`src/rtl/core/hbp_pkg.sv`:
```
// Shared types and constants for the Huffman bit packer.
// Used by the front end, the command queue, the back end and the top level.
`default_nettype none
package hbp_pkg;

    localparam int FUNC_W = 2;
    localparam int SYM_W  = 8;
    localparam int CODE_W = 32;
    localparam int LEN_W  = 6;
    localparam int BYTE_W = 8;

    localparam logic [FUNC_W-1:0] FUNC_LOAD   = 2'd0;
    localparam logic [FUNC_W-1:0] FUNC_ENCODE = 2'd1;
    localparam logic [FUNC_W-1:0] FUNC_FINISH = 2'd2;

    localparam logic [BYTE_W-1:0] MARK_PARTIAL = 8'd127;
    localparam logic [BYTE_W-1:0] MARK_ALIGNED = 8'd126;

    // One table entry: codeword and its length.
    typedef struct packed {
        logic [CODE_W-1:0] code;
        logic [LEN_W-1:0]  len;
    } hbp_entry_t;

    // Command passed from the front end to the back end.
    typedef struct packed {
        logic       finish;
        hbp_entry_t entry;
    } hbp_cmd_t;

endpackage
`default_nettype wire

```
`src/rtl/core/hbp_queue.sv`:
```
// Two-entry command queue between the front end and the back end.
// Depends on hbp_pkg.
`default_nettype none
module hbp_queue (
    input  wire logic        aclk,
    input  wire logic        aresetn,
    input  wire logic        push_valid,
    output logic             push_ready,
    input  hbp_pkg::hbp_cmd_t push_cmd,
    output logic             pop_valid,
    input  wire logic        pop_ready,
    output hbp_pkg::hbp_cmd_t pop_cmd
);
    import hbp_pkg::*;

    hbp_cmd_t   slot_reg [2];
    logic       wr_ptr_reg;
    logic       rd_ptr_reg;
    logic [1:0] fill_reg;

    logic do_push;
    logic do_pop;

    assign push_ready = (fill_reg != 2'd2);
    assign pop_valid  = (fill_reg != 2'd0);
    assign pop_cmd    = slot_reg[rd_ptr_reg];
    assign do_push    = push_valid && push_ready;
    assign do_pop     = pop_valid && pop_ready;

    always_ff @(posedge aclk) begin
        if (do_push) begin
            slot_reg[wr_ptr_reg] <= push_cmd;
        end
    end

    always_ff @(posedge aclk) begin
        if (!aresetn) begin
            wr_ptr_reg <= 1'b0;
            rd_ptr_reg <= 1'b0;
            fill_reg   <= 2'd0;
        end else begin
            if (do_push) begin
                wr_ptr_reg <= !wr_ptr_reg;
            end
            if (do_pop) begin
                rd_ptr_reg <= !rd_ptr_reg;
            end
            fill_reg <= fill_reg + 2'(do_push) - 2'(do_pop);
        end
    end

endmodule
`default_nettype wire

```
`config.mk`:
```
export PLATFORM = sky130hd
export DESIGN_NAME = hbp_queue
export DESIGN_NICKNAME = d
export VERILOG_FILES = /design/src/rtl/core/hbp_pkg.sv /design/src/rtl/core/hbp_queue.sv
export SDC_FILE = /design/constraint.sdc
export NUM_CORES = 1
export LEC_CHECK = 0
export ABC_AREA = 1
export BUFFER_PORTS_ARGS = -buffer_cell sky130_fd_sc_hd__buf_2
export CAP_MARGIN = 20
export CORE_ASPECT_RATIO = 1.25
export CORE_MARGIN = 4
export CORE_UTILIZATION = 45
export CTS_CLUSTER_DIAMETER = 30
export DETAILED_ROUTE_END_ITERATION = 10
export GPL_ROUTABILITY_DRIVEN = 0
export PLACE_DENSITY = 0.75
export SLEW_MARGIN = 20
export SYNTH_ARGS = -nofsm -noshare
export SYNTH_HDL_FRONTEND = slang
export SYNTH_SLANG_ARGS = --single-unit
```
`constraint.sdc`:
```
create_clock -name aclk -period 5.3 [get_ports aclk]
set_input_delay 0.265 -clock aclk [delete_from_list [all_inputs] [get_ports aclk]]
set_output_delay 0.265 -clock aclk [all_outputs]
set_load 0.05 [all_outputs]
```
* Word level (Yosys, flattened, before mapping)
Memory sizes are Yosys's and may differ from the RTL's. A register that Yosys moved wholly into a read port is not among the register bits. Cells that the tools add are included.
Word-level totals: register bits 4, RAM bits 78, bits of input ports 43, output and inout bits 41, word-level logic and storage cells 16, memories kept 1
Memories:
- slot_reg | depth 2, bits a word 39, rd ports 1, clocked after Yosys merged registers in 1, wr ports 1, line hbp_queue.sv:16 | hbp_cmd_t slot_reg [2];
Cells by class: $add $sub $neg 2, eq/ne operators 1, multiplexer cells 4, reductions and logical operators 5
Operator list (number):
- $mux W1 | 4
- $add A2 B1 Y2 | 1
- $logic_and A1 B1 Y1 | 2
- $logic_not A1 Y1 | 2
- $ne A2 B2 Y1 const B | 1
- $reduce_bool A2 Y1 | 1
- $sub A2 B1 Y2 | 1

* Logic depth before layout (Yosys ltp)
Gate-level depths: netlist of the first run.
depth in word-level cells 4, gate-level depth with buffers 11, mapped depth without buffers 11

* Worst setup path after synthesis of the first run
No wires, ideal clock.
path type register to register, start point register fill_reg[0], end point memory slot_reg[1][0] in the netlist's numbering, enable pin, setup time 437 ps, data arrival time 2683 ps, required time 4863 ps, slack 2180 ps, stages on the path, launching flop included 5, buffers on the path 0, clock period less this slack 3120 ps, path through dfxtp_1 > inv_1 > nand2_1 > nand2_1 > nor2_1
On the way: longest elaborated chain between the ends 4
Ends and longest elaborated chain:
- start, declared | line hbp_queue.sv:19 | logic [1:0] fill_reg;
- start signal, assigned | line hbp_queue.sv:48 | fill_reg <= fill_reg + 2'(do_push) - 2'(do_pop);
- $ne A2 B2 Y1 | line hbp_queue.sv:24 | assign push_ready = (fill_reg != 2'd2);
- via push_ready | line hbp_queue.sv:8 | output logic push_ready,
- $logic_and A1 B1 Y1 | line hbp_queue.sv:27 | assign do_push = push_valid && push_ready;
- $mux W1 | line hbp_queue.sv:31 | if (do_push) begin
- $mux W1 (implied by the code) | line hbp_queue.sv:32 | slot_reg[wr_ptr_reg] <= push_cmd;
- end, declared | line hbp_queue.sv:16
The timed path passes the listed nets, and every way through them passes these cells.

==> results.toml, run 1 <==
[timing]
setup_viol = 0
setup_tns_ns = 0
max_slew.worst_pin.slew_ns = 1.02
finalCritPeriodShare = 0.427
period_minus_slack_ns = 2.27
maxSlewHeadroom = 0.321
max_freq_ghz = 0.441
hold_violations = 0
rsz0062_at_grt = "false"
maxSlewViolCount = 0
fin_skew_ns = 0.00627

[finish]
drive_above_1_share = 0.551
final_nets = 293
seqCellArea_um2 = 2440
stdcell_area_um2 = 3800
final_cell_mix = "83 x buf_2, 78 x edfxtp_1, 29 x mux2_2, 11 x nand2_1, 10 x mux2_4"
largest_register_ffs = 78
area_delta_synth_final_pct = 22.9
multi_input_area_um2 = 598
final_core_util = 0.576
num_antenna_cells = 0
final_common_cell = "buf_2"
fillers = 548

[run_status]
status = "completed"

[logic_synthesis]
syn-cell-area_um2 = 3090
synth_seq_area_share = 0.790
synth.distinct_cells = 14
synthesis.nets = 201
netlist_instances = 157
synth_warnings = 0
syn_area_per_cell_um2 = 19.7
ys_ff_latch = 83

[worst_hold_path]
hold_depth = 1
worstHoldPathType = "primary input to flip-flop"

[floorplanning]
die_x_um = 82.2
die_area_um2 = 8270
core_um2 = 6610
die_h_um = 101
ios = 84
placementRows = 33
start_util = 0.468

[place]
hpwl_um = 3580
placed_cell_area_um2 = 3640
port_buffers = 83

[clock_network]
cts_setup_buffers = 0
cts_max_path_buffers = 2
htreeDepth = 3
clkTransAtPathRegs_ns = 0.08
clk-insertion-delay-late_ns = 0.34
hold_buffers = 0
numCtsBuffers = 9
cts_resized = 0
cts_sinks = 83
ctsRootBufferMaster = "clkbuf_8"
cts_tree = "built"

[critical_path]
slowest_stage = "dfxtp_2"
path_class = "flip-flop to output pin"
max_stage_delay_ns = 1.01
worstPathArrival_ns = 2.00
required_ns = 5.04
startpoint_type = "flip-flop"
reg2reg_depth = 5
path_cells = "mux2_2 -> buf_2"
end_kind = "output pin"
worstPathMaxFanout = 39

[route]
vias = 1572
routed_wl_um = 5270
firstDrtPassIters = 6
drtIter0Drc = 110
drc = 0
antenna_left = 0
wl_per_cell_um = 15.5
vias_per_cell = 4.61

[global_route]
antenna_found_initial = 0
grt_max_degree = 40
grt_pass1_wl_um = 7910
grt.total_usage = 0.136
grt-ovfl-total = 0
grt_pass1_vias = 1592

[job]
maxCapViolations = 0

[power]
irDropWorstVdd_v = 0.000399
power.density_nw_per_um2 = 527
p_leak_nw = 1.45
==> through the flow <==
stage | instances | hold WS [ns] | setup slack (ns) | power (W)
4_1_cts | 341 | 0.0883 | 2.96 | 0.00203
5_1_grt | 341 | 0.0802 | 2.89 | 0.00210
2_1_floorplan | 157 | 0.358 | 2.18 | 0.00149
3_3_place_gp | 323 | 0.454 | 3.32 | 0.00163
3_5_place_dp | 325 | 0.458 | 3.35 | 0.00165
6_report | 341 | 0.109 | 3.03 | 0.00201
==> logic make-up after synthesis <==
logic type,after synthesis,synth area share
DFF,83,0.790
muxes,39,0.154
and+or+nand+nor,21,0.0259
buffers and inverters,11,0.0218
AOI/OAI and AO/OA,1,0.00162
xor gates and xnor gates,1,0.00283
adders and majority gates,1,0.00404
==> Yosys cell counts <==
cell type / n / area, µm²
edfxtp_1: 78 / 2340
mux2_2: 29 / 327
nand2_1: 11 / 41.3
mux2_4: 10 / 150
nor2_1: 9 / 33.8
inv_1: 7 / 26.3
dfxtp_1: 5 / 100
buf_4: 2 / 15.0
a21oi_1: 1 / 5.00
buf_6: 1 / 11.3
buf_8: 1 / 15.0
ha_1: 1 / 12.5
nand3_1: 1 / 5.00
xnor2_1: 1 / 8.76
==> layout make-up <==
| type | count | share of cell area |
|---|---|---|
| inverters | 7 | 0.00691 |
| repair buffers | 85 | 0.122 |
| clock inverters | 4 | 0.00724 |
| clock buffers | 12 | 0.0355 |
| flip-flops and latches | 83 | 0.643 |
| multi-input cells | 63 | 0.157 |
| well taps | 87 | 0.0286 |
==> worst max-delay path: cells and delay by family, from the launching register on <==
| kind | cells | cell delay [ns] |
|---|---|---|
| buf+inv | 1 | 0.21 |
| mux | 1 | 0.43 |
| flops | 1 | 1.01 |
==> routing by layer <==
metal	track usage	up-vias	routed length, µm
met2	0.213	49	2790
li1	-	774	-
met5	0	-	0
met1	0.162	740	2080
met4	0.0844	0	103
met3	0.0403	9	291
==> where the power goes <==
part           switching [W]  internal, W  leakage [nW]  total, W
combinational       0.000510     0.000222         0.612  0.000732
clock               0.000210     0.000170        0.0726  0.000379
sequential         0.0000628     0.000832         0.770  0.000895
==> final timing paths <==
path	startpoint	to	slack, ns
setup / recovery	flip-flop	pop_cmd[7]	3.03
hold / removal	push_cmd[4]	slot_reg[1][4]	0.11
setup reg to reg	fill_reg[0]	slot_reg[0][31]	3.50
hold reg to reg	rd_ptr_reg	flip-flop	0.52
Note: power is estimated with default switching activity, not from simulation.
==> run 2: changes to the inputs <==
- clock period: 5.3 -> 2.3 ns (I/O delays scaled with it)
==> run 2 against run 1 <==
  * Sequential power is 130% higher
  * First-iteration DRC count is 57% lower
  * Worst hold slack better by 0.12 ns
  * Worst setup slack worse by 2.6 ns
  * Die area stayed put
  * Power is 140% higher
  * Utilization is 7.0 points higher
  * Clock power grew to 2.8 times the previous value
  * Global-route usage is 0.92 points higher
  * Non-clock buffer count is 41 higher
  * Largest power group unchanged
==> results.toml, run 2 (synthesis gave the netlist of run 1 again) <==
[critical_path]
slowest_stage = "dfxtp_2"
path_class = "flip-flop to output pin"
path_cells = "buf_12 -> mux2_2 -> buf_2"
startpoint_type = "flip-flop"
critical-path-top-delay-family = "flip-flops"
path_buf_inv = 2
end_kind = "output pin"
max_stage_delay_ns = 0.61
worstPathArrival_ns = 1.77
worstPathMaxFanout = 22
required_ns = 2.18

[route]
vias_per_cell = 4.60
antenna_left = 0
drtIter0Drc = 47
firstDrtPassIters = 2
wl_per_cell_um = 14.7
routed_wl_um = 5630
drc = 0
vias = 1758

[timing]
maxSlewViolCount = 0
hold_violations = 0
rsz0062_at_grt = "false"
maxSlewHeadroom = 0.711
worst_slack_ns = 0.414
fin_skew_ns = 0.00827
holdWs_ns = 0.232
setup_viol = 0
period_minus_slack_ns = 1.89
finalCritPeriodShare = 0.820
max_freq_ghz = 0.530
max_slew.worst_pin.slew_ns = 0.434

[global_route]
antenna_found_initial = 0
grt_max_degree = 36
grt_pass1_wl_um = 8670
grt_pass1_vias = 1868
grt.total_usage = 0.145
grt-ovfl-total = 0

[clock_network]
cts_max_path_buffers = 2
ctsRootBufferMaster = "clkbuf_8"
clkTransAtPathRegs_ns = 0.08
cts_tree = "built"
cts_sinks = 83
numCtsBuffers = 9
cts_setup_buffers = 0
clk-insertion-delay-late_ns = 0.33
htreeDepth = 3

[floorplanning]
start_util = 0.468
ios = 84
core_um2 = 6610
die_x_um = 82.2
die_area_um2 = 8270
placementRows = 33
die_h_um = 101

[power]
irDropWorstVdd_v = 0.000700
power.density_nw_per_um2 = 1140
p_leak_nw = 1.66

[finish]
seqCellArea_um2 = 2440
num_antenna_cells = 0
finalNonFillerCells = 382
area_delta_synth_final_pct = 37.9
largest_register_ffs = 78
final_cell_mix = "83 x buf_2, 78 x edfxtp_1, 40 x dlygate4sd3_1, 29 x mux2_2, 12 x clkbuf_8"
fillers = 506
drive_above_1_share = 0.485
final_nets = 334
multi_input_area_um2 = 598
final_common_cell = "buf_2"

[job]
maxCapViolations = 0

[run_status]
status = "completed"

[place]
post-place-ws_ns = 0.733
port_buffers = 83
hpwl_um = 3630
dp_cells = 326

[worst_hold_path]
worstHoldPathType = "primary input to flip-flop"
[run 2: worst register-to-register path, delay by kind of cell, from the launching register on]
family	cells	cell delay (ns)
compound gates	1	0.13
xor+xnor	1	0.18
fa+ha+maj	1	0.19
buf+inv	1	0.05
flops	1	0.38
simple gates	5	0.55
[run 2: path summary, 6_finish.rpt]
path	start	to	slack, ns	cells past startpoint
setup / recovery	flip-flop	pop_cmd[6]	0.41	3
hold / removal	pop_ready	fill_reg[1]	0.23	6
setup reg to reg	fill_reg[1]	fill_reg[1]	0.73	9
hold reg to reg	rd_ptr_reg	rd_ptr_reg	0.55	2
[run 2: power by group]
group	internal, W	switching (W)
Clock	0.000591	0.000466
Combinational	0.000564	0.00123
Sequential	0.00192	0.000102
Total	0.00307	0.00180
[run 2: metrics by stage]
step | total power (W) | util | cell area, µm² | TNS, ns
after global routing | 0.00510 | 0.646 | 4270 | 0
after detailed placement | 0.00382 | 0.553 | 3650 | 0
after global placement | 0.00378 | 0.553 | 3650 | 0
final | 0.00487 | 0.646 | 4270 | 0
after CTS | 0.00494 | 0.646 | 4270 | 0
after floorplan | 0.00343 | - | 3100 | -13.61
[run 2: per-layer routing]
layer	track usage	vias to the layer above	part of all wire
met1	0.149	843	0.39
met3	0.0474	6	0.056
li1	-	857	-
met5	0	-	0
met4	0.0460	0	0.0091
met2	0.271	52	0.54
[run 2: timing repair]
item | 4_1_cts | 5_1_grt
gates resized for setup | 0 | 0
hold buffers | 40 | 0
endpoints found under the hold margin | 79 | 0
[run 2: layout make-up]
class / count / area share
sequential: 83 / 0.573
timing repair buffer: 126 / 0.205
multi-input combinational: 63 / 0.140
clock buffer: 13 / 0.0396
tap: 87 / 0.0255
clock inverter: 3 / 0.0106
inverter: 7 / 0.00616
