--- src/rtl/core/hbp_pkg.sv ---
// Shared types and constants for the Huffman bit packer.
// Used by the front end, the command queue, the back end and the top level.
`default_nettype none
package hbp_pkg;

    localparam int FUNC_W = 2;
    localparam int SYM_W  = 8;
    localparam int CODE_W = 32;
    localparam int LEN_W  = 6;
    localparam int BYTE_W = 8;

    localparam logic [FUNC_W-1:0] FUNC_LOAD   = 2'd0;
    localparam logic [FUNC_W-1:0] FUNC_ENCODE = 2'd1;
    localparam logic [FUNC_W-1:0] FUNC_FINISH = 2'd2;

    localparam logic [BYTE_W-1:0] MARK_PARTIAL = 8'd127;
    localparam logic [BYTE_W-1:0] MARK_ALIGNED = 8'd126;

    // One table entry: codeword and its length.
    typedef struct packed {
        logic [CODE_W-1:0] code;
        logic [LEN_W-1:0]  len;
    } hbp_entry_t;

    // Command passed from the front end to the back end.
    typedef struct packed {
        logic       finish;
        hbp_entry_t entry;
    } hbp_cmd_t;

endpackage
`default_nettype wire

--- src/rtl/core/hbp_back.sv ---
// Back end: bit accumulator, byte emitter, stream trailer and output register.
// Depends on hbp_pkg.
`default_nettype none
module hbp_back #(
    parameter int MAX_CODE_LEN = 32
) (
    input  wire logic                       aclk,
    input  wire logic                       aresetn,
    input  wire logic                       cmd_valid,
    output logic                            cmd_ready,
    input  hbp_pkg::hbp_cmd_t               cmd,
    output logic                            out_valid,
    input  wire logic                       out_ready,
    output logic [hbp_pkg::BYTE_W-1:0]      out_byte,
    output logic                            out_last
);
    import hbp_pkg::*;

    localparam int ACC_W = 7 + MAX_CODE_LEN;
    localparam int TOT_W = $clog2(ACC_W + 1);

    typedef enum logic [1:0] {
        ST_IDLE,
        ST_ENC,
        ST_FIN
    } state_t;

    state_t             state_reg,     state_next;
    logic [ACC_W-1:0]   acc_reg,       acc_next;
    logic [TOT_W-1:0]   total_reg,     total_next;
    logic [6:0]         pend_bits_reg, pend_bits_next;
    logic [2:0]         pend_cnt_reg,  pend_cnt_next;
    logic               emitted_reg,   emitted_next;
    logic               fin_long_reg,  fin_long_next;
    logic [1:0]         fin_idx_reg,   fin_idx_next;
    logic               m_valid_reg,   m_valid_next;
    logic [BYTE_W-1:0]  m_data_reg,    m_data_next;
    logic               m_last_reg,    m_last_next;

    logic               out_free;
    logic [ACC_W-1:0]   acc_load;
    logic [TOT_W-1:0]   total_load;
    logic [TOT_W-1:0]   remain;
    logic [ACC_W-1:0]   remain_mask;
    logic [ACC_W-1:0]   code_mask;

    assign out_free  = !m_valid_reg || out_ready;
    assign cmd_ready = (state_reg == ST_IDLE);
    assign out_valid = m_valid_reg;
    assign out_byte  = m_data_reg;
    assign out_last  = m_last_reg;

    // New codeword appended below the pending bits.
    assign code_mask  = (ACC_W'(1) << cmd.entry.len) - ACC_W'(1);
    assign acc_load   = (ACC_W'(pend_bits_reg) << cmd.entry.len) |
                        (ACC_W'(cmd.entry.code) & code_mask);
    assign total_load = TOT_W'(pend_cnt_reg) + TOT_W'(cmd.entry.len);

    assign remain      = total_reg - TOT_W'(8);
    assign remain_mask = (ACC_W'(1) << remain) - ACC_W'(1);

    always_comb begin
        state_next     = state_reg;
        acc_next       = acc_reg;
        total_next     = total_reg;
        pend_bits_next = pend_bits_reg;
        pend_cnt_next  = pend_cnt_reg;
        emitted_next   = emitted_reg;
        fin_long_next  = fin_long_reg;
        fin_idx_next   = fin_idx_reg;
        m_valid_next   = m_valid_reg && !out_ready;
        m_data_next    = m_data_reg;
        m_last_next    = m_last_reg;

        case (state_reg)
            ST_IDLE: begin
                if (cmd_valid) begin
                    if (cmd.finish) begin
                        fin_long_next = (pend_cnt_reg != 3'd0) || !emitted_reg;
                        fin_idx_next  = 2'd0;
                        state_next    = ST_FIN;
                    end else if (total_load < TOT_W'(8)) begin
                        pend_bits_next = 7'(acc_load);
                        pend_cnt_next  = 3'(total_load);
                    end else begin
                        acc_next   = acc_load;
                        total_next = total_load;
                        state_next = ST_ENC;
                    end
                end
            end
            ST_ENC: begin
                if (out_free) begin
                    m_valid_next = 1'b1;
                    m_data_next  = BYTE_W'(acc_reg >> remain);
                    m_last_next  = (remain < TOT_W'(8));
                    total_next   = remain;
                    if (remain < TOT_W'(8)) begin
                        pend_bits_next = 7'(acc_reg & remain_mask);
                        pend_cnt_next  = 3'(remain);
                        emitted_next   = 1'b1;
                        state_next     = ST_IDLE;
                    end
                end
            end
            ST_FIN: begin
                if (out_free) begin
                    m_valid_next = 1'b1;
                    m_last_next  = 1'b0;
                    fin_idx_next = fin_idx_reg + 2'd1;
                    case (fin_idx_reg)
                        2'd0: m_data_next = fin_long_reg ? {1'b0, pend_bits_reg} : '0;
                        2'd1: begin
                            if (fin_long_reg) begin
                                m_data_next = BYTE_W'(pend_cnt_reg);
                            end else begin
                                m_data_next = MARK_ALIGNED;
                                m_last_next = 1'b1;
                            end
                        end
                        default: begin
                            m_data_next = MARK_PARTIAL;
                            m_last_next = 1'b1;
                        end
                    endcase
                    if (m_last_next) begin
                        pend_bits_next = '0;
                        pend_cnt_next  = '0;
                        emitted_next   = 1'b0;
                        state_next     = ST_IDLE;
                    end
                end
            end
            default: begin
                state_next = ST_IDLE;
            end
        endcase
    end

    always_ff @(posedge aclk) begin
        if (!aresetn) begin
            state_reg     <= ST_IDLE;
            pend_bits_reg <= '0;
            pend_cnt_reg  <= '0;
            emitted_reg   <= 1'b0;
            fin_idx_reg   <= '0;
            m_valid_reg   <= 1'b0;
        end else begin
            state_reg     <= state_next;
            pend_bits_reg <= pend_bits_next;
            pend_cnt_reg  <= pend_cnt_next;
            emitted_reg   <= emitted_next;
            fin_idx_reg   <= fin_idx_next;
            m_valid_reg   <= m_valid_next;
        end
        acc_reg      <= acc_next;
        total_reg    <= total_next;
        fin_long_reg <= fin_long_next;
        m_data_reg   <= m_data_next;
        m_last_reg   <= m_last_next;
    end

endmodule
`default_nettype wire

--- config.mk ---
export PLATFORM = sky130hd
export DESIGN_NAME = hbp_back
export DESIGN_NICKNAME = d
export VERILOG_FILES = /design/src/rtl/core/hbp_pkg.sv /design/src/rtl/core/hbp_back.sv
export SDC_FILE = /design/constraint.sdc
export NUM_CORES = 1
export LEC_CHECK = 0
export ABC_AREA = 1
export BUFFER_PORTS_ARGS = -buffer_cell sky130_fd_sc_hd__buf_2
export CAP_MARGIN = 20
export CORE_MARGIN = 10
export CORE_UTILIZATION = 25
export DETAILED_ROUTE_END_ITERATION = 16
export PLACE_DENSITY_LB_ADDON = 0.05
export SYNTH_ARGS = -nofsm -noshare
export SYNTH_HDL_FRONTEND = slang
export SYNTH_SLANG_ARGS = --single-unit
--- constraint.sdc ---
create_clock -name aclk -period 8.6 [get_ports aclk]
set_input_delay 0.43 -clock aclk [delete_from_list [all_inputs] [get_ports aclk]]
set_output_delay 0.43 -clock aclk [all_outputs]
set_load 0.01 [all_outputs]
Yosys cells after proc, flatten, opt, wreduce, memory -nomap -nowiden. Cells that the tools add are included.

Reductions and logical operators: 22. Equality and inequality tests: 13. Mux-type cells: 53. Shift-type cells: 4. Add/sub/neg operators: 5. Bitwise operators: 5. Order comparisons: 2.

Operators by type and width (count): 2-to-1 mux 7 bit (9); bitwise AND 32 x 39 -> 39 bit (1); OR 39 bit (1); left shift 1 x 6 -> 39 bit (first input constant) (1); left shift 7 x 6 -> 39 bit (1); right shift 39 x 6 -> 8 bit (1); subtractor 39 x 2 -> 39 bit (second input constant) (1); 2-to-1 mux 6 bit (4); 2-to-1 mux 3 bit (7); one-hot mux 7 bit (3 select lines) (1); 2-to-1 mux 2 bit (10); 2-to-1 mux 8 bit (2); one-hot mux 8 bit (2 select lines) (1); inequality test 2 bit (second input constant) (7); one-hot mux 7 bit (2 select lines) (1); less-than comparator 6 x 4 -> 1 bit (second input constant) (2); one-hot mux 6 bit (2 select lines) (1); 2-to-1 mux 1 bit (11); AND reduction 5 bit (2); one-hot mux 3 bit (3 select lines) (1); AND reduction 4 bit (2); AND reduction 8 bit (1); bitwise AND 7 bit (1); left shift 1 x 6 -> 7 bit (first input constant) (1); other kinds (21) (34).

Word-level logic and storage cells: 115. Input bits: 43. Output and inout bits: 11. Flip-flop bits (word level): 71.

Longest topological paths before layout. Gate-level depths: netlist of run 1.

Depth after elaboration: 8. Depth in mapped cells: 19. Mapped depth without buffers: 17.

Least setup slack after synthesis of run 1. OpenSTA, ideal clock, no wires.

Path type: input port to flip-flop. From: input cmd[1] (netlist bit). To: register acc_reg[0] (enable). Required time: 8207 ps. Slack: 5626 ps. Buffers on the path: 2. Library setup time: 393 ps. Cell stages on the path: 13. Arrival: 2580 ps. Cell sequence: buf_6 > inv_2 > buf_2 > fa_1 > inv_1 > nand3_1 > nand2_1 > nand2_1 > nand2_1 > nor2_1 > nand2_1 > nand3_1 > inv_1.

Cells in the longest elaborated chain, start to end: 4.

Ends and longest elaborated chain: start: declaration (line hbp_back.sv:11) `input hbp_pkg::hbp_cmd_t cmd,`; adder 3 x 6 -> 6 bit (line hbp_back.sv:57) `assign total_load = TOT_W'(pend_cnt_reg) + TOT_W'(cmd.entry.len);`; less-than comparator 6 x 4 -> 1 bit (line hbp_back.sv:82) `end else if (total_load < TOT_W'(8)) begin`; NOT 1 bit (no source line); AND reduction 4 bit (no source line); end signal: assignment (line hbp_back.sv:156) `acc_reg <= acc_next;`; end: declaration (line hbp_back.sv:29) `logic [ACC_W-1:0] acc_reg, acc_next;`.

Every way passes these cells. A chain may end at the register's enable or synchronous reset.

Worst setup path in the final report of run 1.
From: register total_reg[2]. To: register pend_bits_reg[6].

Cells in the longest elaborated chain, start to end: 7. Elaborated cells between the ends (all ways): 10. Those cells by class: add/sub: 2; order compare: 1; eq/ne: 1; shift: 1; mux: 3; bitwise: 1; reduce/logical: 1.

Ends and longest elaborated chain: start: declaration (line hbp_back.sv:30) `logic [TOT_W-1:0] total_reg, total_next;`; start signal: assignment (line hbp_back.sv:157) `total_reg <= total_next;`; subtractor 6 x 4 -> 6 bit * (line hbp_back.sv:59) `assign remain = total_reg - TOT_W'(8);`; left shift 1 x 6 -> 7 bit (line hbp_back.sv:60) `assign remain_mask = (ACC_W'(1) << remain) - ACC_W'(1);`; subtractor 7 x 2 -> 7 bit (line hbp_back.sv:60); bitwise AND 7 bit (line hbp_back.sv:99) `pend_bits_next = 7'(acc_reg & remain_mask);`; 2-to-1 mux 7 bit (line hbp_back.sv:98) `if (remain < TOT_W'(8)) begin`; 2-to-1 mux 7 bit (line hbp_back.sv:93) `if (out_free) begin`; one-hot mux 7 bit (3 select lines) (line hbp_back.sv:75) `case (state_reg)`; end signal: assignment (line hbp_back.sv:150) `pend_bits_reg <= pend_bits_next;`; end: declaration (line hbp_back.sv:31) `logic [6:0] pend_bits_reg, pend_bits_next;`.

Every way passes the cells marked *; elsewhere a longest branch is shown, timed or not. The select of a mux whose other input is x is not followed.

==> flow_summary.ini, run 1 <==
[worst_hold_path]
worstHoldStart = out_ready
hold_class = input port to register

[place]
portBuffers = 53
dpl.hpwl_mm = 22.17
postPlaceCellArea_um2 = 7178
gp_congestion = 0.8729

[timing]
rsz0062_at_grt = false
fin_crit_sh = 0.3711
setup_viol = 0
drv_slew = 0
skew_ns = 0.01268
worst_pin_slew_ns = 0.8303
finalSetupTns_ns = 0
min_period_ns = 3.191
hold_violations = 0
clock.fmax_mhz = 313.4
whs_ns = 0.3821
max_slew_margin = 0.4444

[worst_setup_path]
crit_start = total_reg[2]
end_kind = register
path_max_fanout = 22
worstPathRequired_ns = 8.83
critical_path_arrival_ns = 3.43
r2r-start = total_reg[2]
critPathKind = register to register
cp-start-kind = register

[routing]
drc = 0
vias_per_cell = 4.917
wl_per_cell_um = 19.13
wirelength_mm = 27.59
num_vias = 7091
detail-route-antenna-nets = 0
drt_iter0_markers = 553
firstDrtPassIters = 7

[synth]
ys.warnings.count = 0
syn_inst = 1079
syn_nets = 1135
yosysSeqAreaShare = 0.2927
ys_types = 47
synth-seq-cells = 71
synth_edf_count = 55
async_flop_share = 0
synth_flop_cell = edfxtp_1
syn_area_um2 = 6736
syn-mean-instance-area_um2 = 6.243

[clock_tree]
cts_root_buf = clkbuf_16
cts_max_path_buffers = 2
cts_tree = yes
cts.sinks = 71
cts_made_buffers = 9
worstSkewPairLatency_ns = 0.34
post_cts_buffers = 0
cts_hold_buf = 0
cts_resized = 0
htreeDepth = 3
cts.reportedPaths.clkPinSlew_ns = 0.06

[pwr]
ir_drop_uv = 93.65
p_leak_nw = 3.487
power.internal_w = 0.001014
comb_power_share = 0.511
sw_frac_of_total = 0.4731
p_sw_w = 0.0009109
p_seq_frac = 0.290
clkPwrFrac = 0.199
p_per_area_nw_per_um2 = 257.0

[floorplan]
fp.coreArea_um2 = 26730
start_util = 0.2521
rows = 60
fp.dieH_um = 184.2
die_x_um = 184.2
die-area_um2 = 33910
ios = 54

[final_layout]
nFillCells = 3075
largest_register_ff_count = 39
num_antenna_cells = 0
multiInputGateArea_um2 = 4129
syn_to_final_growth_pct = 11.20
regArea_um2 = 1972
nets = 1152
final_area_um2 = 7491
drive_gt1_frac = 0.1172

[global_routing]
met3_usage = 0.02304
track_usage = 0.1641
antenna_found_initial = 0
grt_pass1_wl_mm = 42.70
grt_remaining_overflow = 0
grt_pass1_vias = 7044
grt_max_degree = 46
top_usage_layer = met2
use_met1 = 0.2248
met2_usage = 0.2616

[flow_run]
drv_cap = 0

[status]
status = complete, no violations
cell usage in the layout (no fill, tap or decap), types with 12 or more instances in the layout:
cell type / n
or2_2: 15
nand2_1: 372
o21ai_0: 76
dfxtp_1: 16
edfxtp_1: 55
a21oi_1: 33
nand4_1: 25
inv_1: 82
nand3_1: 128
buf_2: 53
nor2_1: 98
ha_1: 12
power by group through the flow:
stage / sequential [W] / clock, W / combinational [W]
5_1_grt: 0.000569 / 0.000413 / 0.00111
2_1_floorplan: 0.000546 / 0 / 0.000667
3_3_place_gp: 0.000565 / 0 / 0.00100
3_5_place_dp: 0.000565 / 0 / 0.000983
6_report: 0.000558 / 0.000384 / 0.000983
4_1_cts: 0.000558 / 0.000398 / 0.000987
path summary, 6_finish.rpt:
kind	slack, ns	depth (start not counted)	to
setup / recovery	5.41	15	pend_bits_reg[6]
hold / removal	0.38	4	out_valid
setup reg to reg	5.41	15	pend_bits_reg[6]
hold reg to reg	0.48	2	emitted_reg
through the flow:
step / worst slack (ns) / utilization / instances / power (W)
after floorplan: 5.626 / - / 1079 / 0.001213
after global placement: 5.300 / 0.2686 / 1426 / 0.001569
after detailed placement: 5.296 / 0.2686 / 1426 / 0.001548
after CTS: 5.445 / 0.2803 / 1442 / 0.001943
after global routing: 5.012 / 0.2803 / 1442 / 0.002095
final: 5.409 / 0.2803 / 1442 / 0.001925
cell type report:
type | count | area share
repair buffers | 58 | 0.04042
multi-input cells | 864 | 0.5512
flip-flops and latches | 71 | 0.2632
inverters | 92 | 0.04643
clock buffers | 13 | 0.03908
well taps | 341 | 0.05696
clock inverters | 3 | 0.002672
cell families after synthesis:
group / synth area share
xor+xnor: 0.001300
buf+inv: 0.09436
flops: 0.2927
simple gates: 0.4577
fa+ha+maj: 0.02526
compound gates: 0.1287
layer usage:
layer / vias to the layer above / wire length, um
met4: 0 / 546
met5: - / 0
li1: 3616 / -
met1: 3272 / 13530
met3: 22 / 1057
met2: 181 / 12450
cell usage after synthesis, types with 2 or more instances:
cell type | count | area (um^2)
nand2_1 | 372 | 1396
nand3_1 | 128 | 640.6
nor2_1 | 98 | 367.9
inv_1 | 82 | 307.8
o21ai_0 | 76 | 380.4
edfxtp_1 | 55 | 1652
a21oi_1 | 33 | 165.2
nand4_1 | 25 | 156.4
buf_2 | 17 | 85.08
clkbuf_1 | 16 | 60.06
dfxtp_1 | 16 | 320.3
or2_2 | 15 | 93.84
ha_1 | 12 | 150.1
nor2_2 | 11 | 68.82
nor3_1 | 11 | 55.05
o22ai_1 | 11 | 68.82
o21ai_1 | 9 | 45.04
o211ai_1 | 8 | 60.06
buf_4 | 7 | 52.55
inv_2 | 7 | 26.28
buf_1 | 6 | 22.52
buf_6 | 6 | 67.56
nand2_2 | 6 | 37.54
and2_1 | 5 | 31.28
nand3_2 | 5 | 50.05
a31oi_1 | 4 | 25.02
and2_0 | 4 | 25.02
nand3b_1 | 4 | 30.03
nand4_2 | 4 | 50.05
a211oi_1 | 3 | 22.52
nor2_4 | 3 | 33.78
a21boi_0 | 2 | 15.01
clkinv_1 | 2 | 7.510
nor2_8 | 2 | 40.04
o21bai_1 | 2 | 15.01
critical path, cell delays in order (launching register included):
cell      delay [ns]
edfxtp_1        0.69
inv_1           0.66
nand2_2         0.31
nor2_1          0.29
inv_1           0.12
nor2_1          0.19
inv_1           0.07
ha_1            0.22
inv_1           0.07
nor2_1          0.05
nand3_1         0.06
nand2_1         0.06
nand3_1         0.06
nand2_1         0.06
inv_1           0.09
a21oi_1         0.06
Power figures use the tool's default switching activity.
==> run 2: changes to the inputs <==
clock period = 2.7 ns   (was 8.6 ns; I/O delays follow)
==> flow_summary.ini, run 2 (synthesized netlist as in run 1, its figures left out) <==
[global_routing]
track_usage = 0.1618
grt_pass1_wl_mm = 42.05
met3_usage = 0.01733
top_usage_layer = met2
met2_usage = 0.2484
use_met1 = 0.2319
grt_max_degree = 44
antenna_found_initial = 0
grt_pass1_vias = 7018
grt_remaining_overflow = 0

[pwr]
ir_drop_uv = 290.8
p_leak_nw = 3.604
p_per_area_nw_per_um2 = 795.6

[floorplan]
start_util = 0.2521
ios = 54
die_x_um = 184.2
fp.dieH_um = 184.2
rows = 60
die-area_um2 = 33910
fp.coreArea_um2 = 26730

[final_layout]
drive_gt1_frac = 0.1385
regArea_um2 = 1972
multiInputGateArea_um2 = 4131
final_cell_mix = nand2_1, nand3_1, nor2_1
nets = 1177
final_area_um2 = 7679
largest_register_ff_count = 39
fin_cells = 1467
final_common_cell = nand2_1
nFillCells = 3105
syn_to_final_growth_pct = 13.99
num_antenna_cells = 0

[place]
dp.cells = 1451
postPlaceCellArea_um2 = 7403
gp_congestion = 0.8796
portBuffers = 53
dpl.hpwl_mm = 22.09

[timing]
clock.fmax_mhz = 403.4
rsz0062_at_grt = false
drv_slew = 0
finalSetupTns_ns = 0
min_period_ns = 2.479
whs_ns = 0.1021
worst_pin_slew_ns = 0.6104
max_slew_margin = 0.5888
fin_crit_sh = 0.9181
setup_viol = 0
skew_ns = 0.01969
hold_violations = 0

[flow_run]
drv_cap = 0

[routing]
drt_iter0_markers = 428
wirelength_mm = 27.10
drc = 0
firstDrtPassIters = 7
wl_per_cell_um = 18.47
vias_per_cell = 4.868
num_vias = 7142
detail-route-antenna-nets = 0

[worst_setup_path]
r2r-start = pend_cnt_reg[0]
cp-start-kind = register
slowest_delay_ns = 0.46
critical_path_arrival_ns = 2.71
cpMaxStageDelayCell = a21oi_2
r2r_setup_slack_ns = 0.22
end_kind = register
r2r_cells = 13
path_max_fanout = 11
worstPathRequired_ns = 2.93
worstReg2RegEnd = pend_bits_reg[5]
path_cells = ha_2 > inv_1 > fa_1 > inv_1 > nand3_1 > nand3_1 > nand2_1 > nor2_1 > nand2_1 > a21oi_2 > nand2_1 > nor2_1 > nor2_1
critPathKind = register to register

[clock_tree]
cts_tree = yes
cts.sinks = 71
cts_max_path_buffers = 2
cts_made_buffers = 9
htreeDepth = 3
cts_hold_buf = 0
cts.reportedPaths.clkPinSlew_ns = 0.07
cts_root_buf = clkbuf_16
worstSkewPairLatency_ns = 0.35

[worst_hold_path]
worstHoldStart = cmd[37]
whs_path_depth = 3
min_to = acc_reg[31]
hold_class = input port to register

[status]
status = complete, no violations
[run 2: cell count changes in the layout (fill, tap and decap cells not counted), sizes merged]
cell,before,now
clkbuf,13,9
clkinv,4,7
inv,91,92
buf,58,83
[run 2: worst max-delay path by stage]
stage	slack [ns]	depth (start not counted)	startpoint	end
6_report	0.22	13	pend_cnt_reg[0]	pend_bits_reg[5]
3_3_place_gp	0.29	13	pend_cnt_reg[0]	pend_bits_reg[4]
2_1_floorplan	0.002	12	pend_cnt_reg[0]	acc_reg[0]
3_5_place_dp	0.26	13	pend_cnt_reg[0]	acc_reg[27]
5_1_grt	0.007	13	pend_cnt_reg[0]	acc_reg[27]
4_1_cts	0.24	13	pend_cnt_reg[0]	acc_reg[16]
[run 2: per-stage QoR]
step                      setup slack, ns    util  power (W)
after global placement             0.2896  0.2770   0.005079
after global routing             0.006905  0.2873   0.006674
final                              0.2212  0.2873   0.006109
after CTS                          0.2416  0.2872   0.006176
after floorplan                  0.002212       -   0.003863
after detailed placement           0.2633  0.2770   0.005033
[run 2: power breakdown]
group | switching, W | internal (W) | total [W]
registers | 0.000159 | 0.00157 | 0.00173
clock network | 0.000497 | 0.000624 | 0.00112
logic | 0.00225 | 0.00102 | 0.00326
[run 2: timing repair]
item,in CTS,in global routing
resized for setup,0,1
buffers inserted,0,0
endpoints found under the setup margin,0,36
[run 2: cell type report]
class,instances,area share
clock buffers,9,0.02933
clock inverters,7,0.006192
inverters,92,0.04530
multi-input cells,864,0.5380
flip-flops and latches,71,0.2568
well taps,341,0.05556
repair buffers,83,0.06876
[run 2: critical path: cells and delay by family (launching register included)]
| family | cells | cell delay, ns |
|---|---|---|
| and+or+nand+nor | 8 | 0.78 |
| DFF | 1 | 0.38 |
| AOI/OAI and AO/OA | 1 | 0.46 |
| buffers and inverters | 2 | 0.12 |
| adders and majority gates | 2 | 0.60 |
[run 2: routing by layer]
layer	wire length [um]	part of all wire
met1	13810	0.51
met5	0	0
met2	11890	0.44
met3	881	0.033
met4	519	0.019
